--- src/hw/rtl/pcyc_pkg.sv ---
// Shared types and constants for the palette range cycler.
// Used by pcyc_cell and palette_range_cycler_core; no dependencies.
`default_nettype none
package pcyc_pkg;

  localparam int ColorW = 12;
  localparam int BoundW = 6;
  localparam int RateW  = 15;
  localparam int MaxBurst = 64;

  // Command codes of an input word
  localparam logic [1:0] CMD_TICK  = 2'd0;
  localparam logic [1:0] CMD_COLOR = 2'd1;
  localparam logic [1:0] CMD_RANGE = 2'd2;
  localparam logic [1:0] CMD_MODE  = 2'd3;

  typedef enum logic [2:0] {
    CELL_HOLD,
    CELL_LOAD,
    CELL_RESTORE,
    CELL_ROT_FWD,
    CELL_ROT_REV
  } cell_op_e;

  // Broadcast control to every cell of the palette row
  typedef struct packed {
    cell_op_e            op;
    logic [BoundW-1:0]   slot;
    logic [ColorW-1:0]   data;
    logic [BoundW-1:0]   lo;
    logic [BoundW-1:0]   hi;
    logic [ColorW-1:0]   wrap;
    logic [6:0]          count;
  } cell_ctrl_t;

endpackage
`default_nettype wire

--- src/hw/rtl/pcyc_cell.sv ---
// One palette entry: working and saved colour, shifting to its neighbours.
// Depends on pcyc_pkg.
`default_nettype none
module pcyc_cell #(
  parameter int Idx = 0
) (
  input  logic                      clk_i,
  input  pcyc_pkg::cell_ctrl_t      ctrl_i,
  input  logic [pcyc_pkg::ColorW-1:0] left_i,
  input  logic [pcyc_pkg::ColorW-1:0] right_i,
  output logic [pcyc_pkg::ColorW-1:0] work_o,
  output logic [pcyc_pkg::ColorW-1:0] saved_o
);
  import pcyc_pkg::*;

  logic [ColorW-1:0] work_q, work_d, saved_q, saved_d;
  int lo, hi, sl, cnt;

  // Pick next colours from the broadcast operation
  always_comb begin
    lo = int'(ctrl_i.lo);
    hi = int'(ctrl_i.hi);
    sl = int'(ctrl_i.slot);
    cnt = int'(ctrl_i.count);
    work_d = work_q;
    saved_d = saved_q;
    case (ctrl_i.op)
      CELL_LOAD: begin
        if (sl == Idx) begin
          work_d = ctrl_i.data;
          saved_d = ctrl_i.data;
        end
      end
      CELL_RESTORE: begin
        if (Idx < cnt) work_d = saved_q;
      end
      CELL_ROT_FWD: begin
        if (Idx == lo) work_d = ctrl_i.wrap;
        else if (Idx > lo && Idx <= hi) work_d = left_i;
      end
      CELL_ROT_REV: begin
        if (Idx == hi) work_d = ctrl_i.wrap;
        else if (Idx >= lo && Idx < hi) work_d = right_i;
      end
      default: ;
    endcase
  end

  always_ff @(posedge clk_i) begin
    work_q <= work_d;
    saved_q <= saved_d;
  end

  assign work_o = work_q;
  assign saved_o = saved_q;

endmodule
`default_nettype wire

--- config.mk ---
export PLATFORM = sky130hd
export DESIGN_NAME = pcyc_cell
export DESIGN_NICKNAME = d
export VERILOG_FILES = /design/src/hw/rtl/pcyc_pkg.sv /design/src/hw/rtl/pcyc_cell.sv
export SDC_FILE = /design/constraint.sdc
export NUM_CORES = 1
export LEC_CHECK = 0
export BUFFER_PORTS_ARGS = -buffer_cell sky130_fd_sc_hd__buf_2
export CORE_MARGIN = 8
export CORE_UTILIZATION = 41
export DETAILED_ROUTE_END_ITERATION = 8
export PLACE_DENSITY = 0.8
export SYNTH_ARGS = -nofsm -noshare
export SYNTH_HDL_FRONTEND = slang
export SYNTH_SLANG_ARGS = --single-unit
--- constraint.sdc ---
create_clock -name clk_i -period 2.5 [get_ports clk_i]
set_clock_uncertainty 0.1 [all_clocks]
set_input_delay 0.5 -clock clk_i [delete_from_list [all_inputs] [get_ports clk_i]]
set_output_delay 0.5 -clock clk_i [all_outputs]
set_load 0.02 [all_outputs]
==> flow_metrics.env, run 1 <==
export IMPL_combPwrFrac_pct=23.4
export IMPL_grt_use_total_pct=14.40
export IMPL_ys_seq_area_share_pct=49.83
export IMPL_synth_top_area_share_pct=49.83
export IMPL_drc=0
export IMPL_p_per_area_mw_per_mm2=424.3
export IMPL_power_switching_uw=221.1
export IMPL_synth_seq_cells=24
export IMPL_holdPathStages=1
export IMPL_fin_crit_ns=1.787
export IMPL_fp_dieH_um=75.40
export IMPL_rows=21
export IMPL_synth_largest_area_cell="edfxtp_1"
export IMPL_hpwlAfterDp_um=3319
export IMPL_syn_area_per_cell_um2=11.66
export IMPL_crit_type="primary input to register"
export IMPL_synth_area_leaders="edfxtp_1 (50%), mux2_2 (9.3%), mux2i_1 (8.3%), a22oi_1 (6.2%), nor2b_1 (5.2%)"
export IMPL_drt_pass1_iterations=4
export IMPL_rrSetupSlack_ns=1.22
export IMPL_start_util_pct=43.01
export IMPL_slew_violations=0
export IMPL_timing_fmax_mhz=559.6
export IMPL_rsz0062_at_grt="false"
export IMPL_cp_cell_sequence="buf_2, nor2_2, and2_1, a22o_1, a221oi_2, buf_4"
export IMPL_cp_data_required_time_ns=2.43
export IMPL_synthesis_area_mm2=0.001446
export IMPL_die_w_um=75.40
export IMPL_synthesis_nets=201
export IMPL_cpPeakStageDelay_ns=0.28
export IMPL_r2r_cells=3
export IMPL_port_buffers=88
export IMPL_drtAntennaViolNets=0
export IMPL_postCtsSetupBuffers=0
export IMPL_cellLeakagePower_uw=0.0009180
export IMPL_start_kind="primary input"
export IMPL_core_mm2=0.003363
export IMPL_synth_edff_count=24
export IMPL_max_cap_violations=0
export IMPL_synth_flop_cell="edfxtp_1"
export IMPL_multiInputGateArea_um2=676.9
export IMPL_grt_max_degree=18
export IMPL_clkSinkCount=24
export IMPL_tritoncts_num_buffers=3
export IMPL_fillers=331
export IMPL_seq_area_um2=720.7
export IMPL_vdd_ir_drop_max_mv=0.2470
export IMPL_r2r_end="work_o[0]"
export IMPL_wl_per_cell_um=16.21
export IMPL_fin_hold_ws_ns=0.2725
export IMPL_ys_warnings_count=0
export IMPL_status="finished clean"
export IMPL_worstSkewPairLatency_ns=0.31
export IMPL_vias=1308
export IMPL_finalNetCount=293
export IMPL_cts_tree="built"
export IMPL_yosysUniqueCellTypes=24
export IMPL_overflow=0
export IMPL_hold_path_end="saved_o[8]"
export IMPL_finalHoldViolCount=0
export IMPL_tightest_slew_ns=0.3530
export IMPL_antennaDiodeCount=0
export IMPL_p_int_uw=618.1
export IMPL_worstHoldStart="ctrl_i[39]"
export IMPL_gp_congestion=0.7782
export IMPL_post_cts_resized=0
export IMPL_slew_headroom_pct=76.14
export IMPL_crit_arrival_ns=1.71
export IMPL_drive_gt1_share_pct=53.02
export IMPL_async_flop_share_pct=0
export IMPL_finalCritPeriodShare_pct=71.48
export IMPL_min_delay_path_class="primary input to register"
export IMPL_drt_vias_per_instance=5.011
export IMPL_path_clk_slew_ns=0.13
export IMPL_cts_root_buf="clkbuf_4"
export IMPL_totalWireLength_um=4232
export IMPL_cpMaxStageDelayCell="buf_2"
export IMPL_clkPwrFrac_pct=20.5
export IMPL_setup_viol=0
export IMPL_clockBufferDepth=2
export IMPL_endpoint_kind="register"
export IMPL_htreeDepth=1
export IMPL_fin_setup_tns_ns=0
export IMPL_grt_pass1_wl_um=6285
export IMPL_crit_path_max_fanout=16
export IMPL_r2r_start="saved_o[0]"
export IMPL_dr_first_iter_drc_count=55
export IMPL_p_seq_share_pct=56.1
export IMPL_dieArea_mm2=0.005684
export IMPL_synth_cells=124
export IMPL_swShare_pct=26.35
export IMPL_grt_antenna_before_repair=0
export IMPL_pin_count=101
export IMPL_area_growth_pct=36.76
export IMPL_postCtsHoldBufs=0
export IMPL_grt_pass1_vias=1366
export IMPL_post_route_util_pct=58.82
-- power by group through the flow --
stage / logic (uW) / clock network (uW) / registers [uW]
floorplan: 79.3 / 0 / 504
global placement: 194 / 0 / 480
detailed placement: 197 / 0 / 481
CTS: 197 / 178 / 471
global route: 214 / 190 / 473
finish: 196 / 172 / 471
-- worst max-delay path by stage --
| stage | end | depth (start not counted) | from | slack, ns |
|---|---|---|---|---|
| finish | work_o[11] | 6 | ctrl_i[50] | 0.71 |
| global placement | work_o[0] | 6 | ctrl_i[50] | 0.37 |
| detailed placement | work_o[0] | 6 | ctrl_i[50] | 0.36 |
| CTS | work_o[1] | 6 | ctrl_i[50] | 0.71 |
| global route | work_o[11] | 5 | ctrl_i[50] | 0.62 |
| floorplan | work_o[0] | 4 | ctrl_i[21] | 0.24 |
-- through the flow --
stage               setup slack (ns)  area [um2]  total power [uW]  instances
floorplan                     0.2413        1446             583.4        124
CTS                           0.7057        1978             845.8        261
global route                  0.6166        1978             876.6        261
detailed placement            0.3596        1952             677.4        257
global placement              0.3747        1952             674.2        257
finish                        0.7130        1978             839.3        261
-- placed cells by master (no fill, tap or decap), drive strengths merged --
master,n
clkinv,1
a21oi,12
nor4b,1
and2b,1
a22o,1
a221oi,2
nand2,4
clkbuf,3
mux2,12
nor4,5
nor2,4
buf,95
inv,1
nor2b,12
edfxtp,24
a22oi,12
o21ai,12
mux2i,12
and2,1
-- registers in the layout (all words and copies together), names as in the netlist --
| signal | cells |
|---|---|
| saved_o | 12 |
| work_o | 12 |
-- critical path, delay by kind of cell --
| family | cells | cell delay, ns |
|---|---|---|
| compound gates | 2 | 0.46 |
| buf+inv | 2 | 0.52 |
| simple gates | 2 | 0.24 |
-- final cells by class --
class / instances / share of cell area [%]
Tap cell: 46 / 2.910
Clock buffer: 3 / 1.139
Sequential cell: 24 / 36.43
Clock inverter: 1 / 0.1898
Timing Repair Buffer: 95 / 24.92
Multi-Input combinational cell: 91 / 34.22
Inverter: 1 / 0.1898
-- synth_stat cells, types with 3 or more instances --
library cell	n
edfxtp_1	24
a21oi_1	12
a22oi_1	12
mux2_2	12
mux2i_1	12
nor2b_1	12
o21ai_0	12
nor4_1	4
buf_2	3
clkbuf_1	3
nand2_1	3
nor2_1	3
-- routing by layer --
metal	track usage (%)	up-vias	share of wire (%)
met1	15.14	603	39
met2	27.52	36	55
met3	2.763	2	5.0
li1	-	667	-
met4	5.117	0	0.52
met5	0	-	0
-- cells by family (layout without fill, tap and decap cells) --
group | count (synthesis) | after routing | synth area share (%)
AND/OR/NAND/NOR | 28 | 28 | 12.37
buffers and inverters | 9 | 100 | 3.373
flip-flops | 24 | 24 | 49.83
AO/OA/AOI/OAI | 39 | 39 | 16.78
multiplexers | 24 | 24 | 17.65
Note: power is estimated with default switching activity, not from simulation.
==> inputs of run 2 (changes only) <==
- clock period: 2.5 -> 1.7 ns (I/O delays scaled with it)
==> run 2 against run 1 <==
Non-clock buffer count up 9. Combinational power up 61%. Count of clock-buffer cells in the layout unchanged. Largest cell class unchanged. Cell count up 3.4%. Critical path type unchanged. Register-to-register slack worse by 0.77 ns. Critical path depth unchanged. First-iteration DRC count up 22%. Utilization up 2.8 points.
==> flow_metrics.env, run 2 (synthesis gave the netlist of run 1 again) <==
export IMPL_fin_crit_ns=1.611
export IMPL_overflow=0
export IMPL_vias=1345
export IMPL_rsz0062_at_grt="false"
export IMPL_dieArea_mm2=0.005684
export IMPL_vdd_ir_drop_max_mv=0.4204
export IMPL_rrSetupSlack_ns=0.45
export IMPL_worstSkewPairLatency_ns=0.31
export IMPL_die_w_um=75.40
export IMPL_crit_start="ctrl_i[21]"
export IMPL_clkSinkCount=24
export IMPL_cp_cell_sequence="buf_2, nor4_4, nand2_2, a22o_1, a221oi_4, buf_4"
export IMPL_finalNetCount=302
export IMPL_cp_data_required_time_ns=1.65
export IMPL_post_route_util_pct=61.61
export IMPL_tritoncts_num_buffers=3
export IMPL_fin_setup_tns_ns=0
export IMPL_p_per_area_mw_per_mm2=611.8
export IMPL_cts_tree="built"
export IMPL_htreeDepth=1
export IMPL_final_area_mm2=0.002072
export IMPL_post_dp_cell_area_mm2=0.002018
export IMPL_drive_gt1_share_pct=55.36
export IMPL_cts_root_buf="clkbuf_4"
export IMPL_pre_cts_slack_ns=-0.4585
export IMPL_crit_path_max_fanout=3
export IMPL_clockBufferDepth=2
export IMPL_start_kind="primary input"
export IMPL_status="finished clean"
export IMPL_slew_violations=0
export IMPL_port_buffers=88
export IMPL_hpwlAfterDp_um=3386
export IMPL_dr_first_iter_drc_count=67
export IMPL_post_cts_resized=0
export IMPL_grt_pass1_wl_um=6203
export IMPL_instances_no_fill=270
export IMPL_fin_ws_ns=0.08909
export IMPL_totalWireLength_um=4163
export IMPL_setup_viol=0
export IMPL_tightest_slew_ns=0.4492
export IMPL_finalCritPeriodShare_pct=94.76
export IMPL_crit_arrival_ns=1.56
export IMPL_gp_congestion=0.7809
export IMPL_area_growth_pct=43.25
export IMPL_drt_vias_per_instance=4.981
export IMPL_crit_type="primary input to register"
export IMPL_r2r_cells=3
export IMPL_final_cell_mix="buf_2 (88), edfxtp_1 (24), buf_4 (15)"
export IMPL_r2r_start="saved_o[7]"
export IMPL_drc=0
export IMPL_antennaDiodeCount=0
export IMPL_cpPeakStageDelay_ns=0.32
export IMPL_wl_per_cell_um=15.42
export IMPL_mostFrequentLayoutCell="buf_2"
export IMPL_endpoint="work_o[2]"
export IMPL_pin_count=101
export IMPL_timing_fmax_mhz=620.8
export IMPL_cellLeakagePower_uw=0.0009706
export IMPL_finalHoldViolCount=0
export IMPL_fp_dieH_um=75.40
export IMPL_grt_pass1_vias=1386
export IMPL_start_util_pct=43.01
export IMPL_r2r_end="work_o[7]"
export IMPL_min_delay_path_class="primary input to register"
export IMPL_endpoint_kind="register"
export IMPL_cpMaxStageDelayCell="a221oi_4"
export IMPL_max_cap_violations=0
export IMPL_core_mm2=0.003363
export IMPL_grt_antenna_before_repair=0
export IMPL_postCtsHoldBufs=0
export IMPL_grt_max_degree=14
export IMPL_slew_headroom_pct=70.06
export IMPL_drtAntennaViolNets=0
export IMPL_path_clk_slew_ns=0.14
export IMPL_rows=21
export IMPL_drt_pass1_iterations=4
export IMPL_grt_use_total_pct=14.15
export IMPL_dp_cells=264
-- run 2: cell types whose count changed in the layout (fill, tap and decap cells not counted), sizes merged --
| cell | change |
|---|---|
| buf | +9 |
-- run 2: power breakdown --
group	internal [uW]	switching [uW]	total, uW
logic	158	157	315
registers	686	6.98	693
clock network	85.7	174	259
-- run 2: metal layers --
layer | part of all wire [%] | vias up | routed length [um] | track usage, %
met5 | 0 | - | 0 | 0
met4 | 0.82 | 0 | 34 | 4.478
met3 | 4.3 | 2 | 178 | 2.500
met2 | 57 | 28 | 2376 | 28.67
met1 | 38 | 632 | 1574 | 13.88
li1 | - | 683 | - | -
-- run 2: layout make-up --
cell class	instances	area, um2
Fill cell	299	1291
Sequential cell	24	720.7
Multi-Input combinational cell	91	690.7
Timing Repair Buffer	104	573.1
Tap cell	46	57.56
Clock buffer	3	22.52
Clock inverter	1	3.754
Inverter	1	3.754
-- run 2: repair_timing --
action	in CTS	in global routing
hold endpoints to repair	0	0
setup endpoints to repair	12	0
setup buffers	2	0
-- run 2: per-stage QoR --
| step | total power, uW | hold WS, ns |
|---|---|---|
| 4_1_cts | 1271 | 0.1121 |
| 3_3_place_gp | 1003 | 0.4376 |
| 3_5_place_dp | 1009 | 0.4413 |
| 6_report | 1268 | 0.1173 |
| 5_1_grt | 1319 | 0.1064 |
| 2_1_floorplan | 862.3 | 0.3389 |
-- run 2: how the worst min path moves through the flow --
stage	from	endpoint	slack (ns)	cells past startpoint
floorplan	ctrl_i[31]	saved_o[0]	0.34	0
global placement	ctrl_i[42]	saved_o[11]	0.44	1
detailed placement	ctrl_i[35]	saved_o[4]	0.44	1
CTS	ctrl_i[42]	saved_o[11]	0.11	1
global route	ctrl_i[39]	saved_o[8]	0.11	1
finish	ctrl_i[35]	saved_o[4]	0.12	1
-- run 2: worst max-delay path, delay by kind of cell --
kind                   cells  cell delay, ns
AOI/OAI and AO/OA          2            0.56
and+or+nand+nor            2            0.35
buffers and inverters      2            0.30
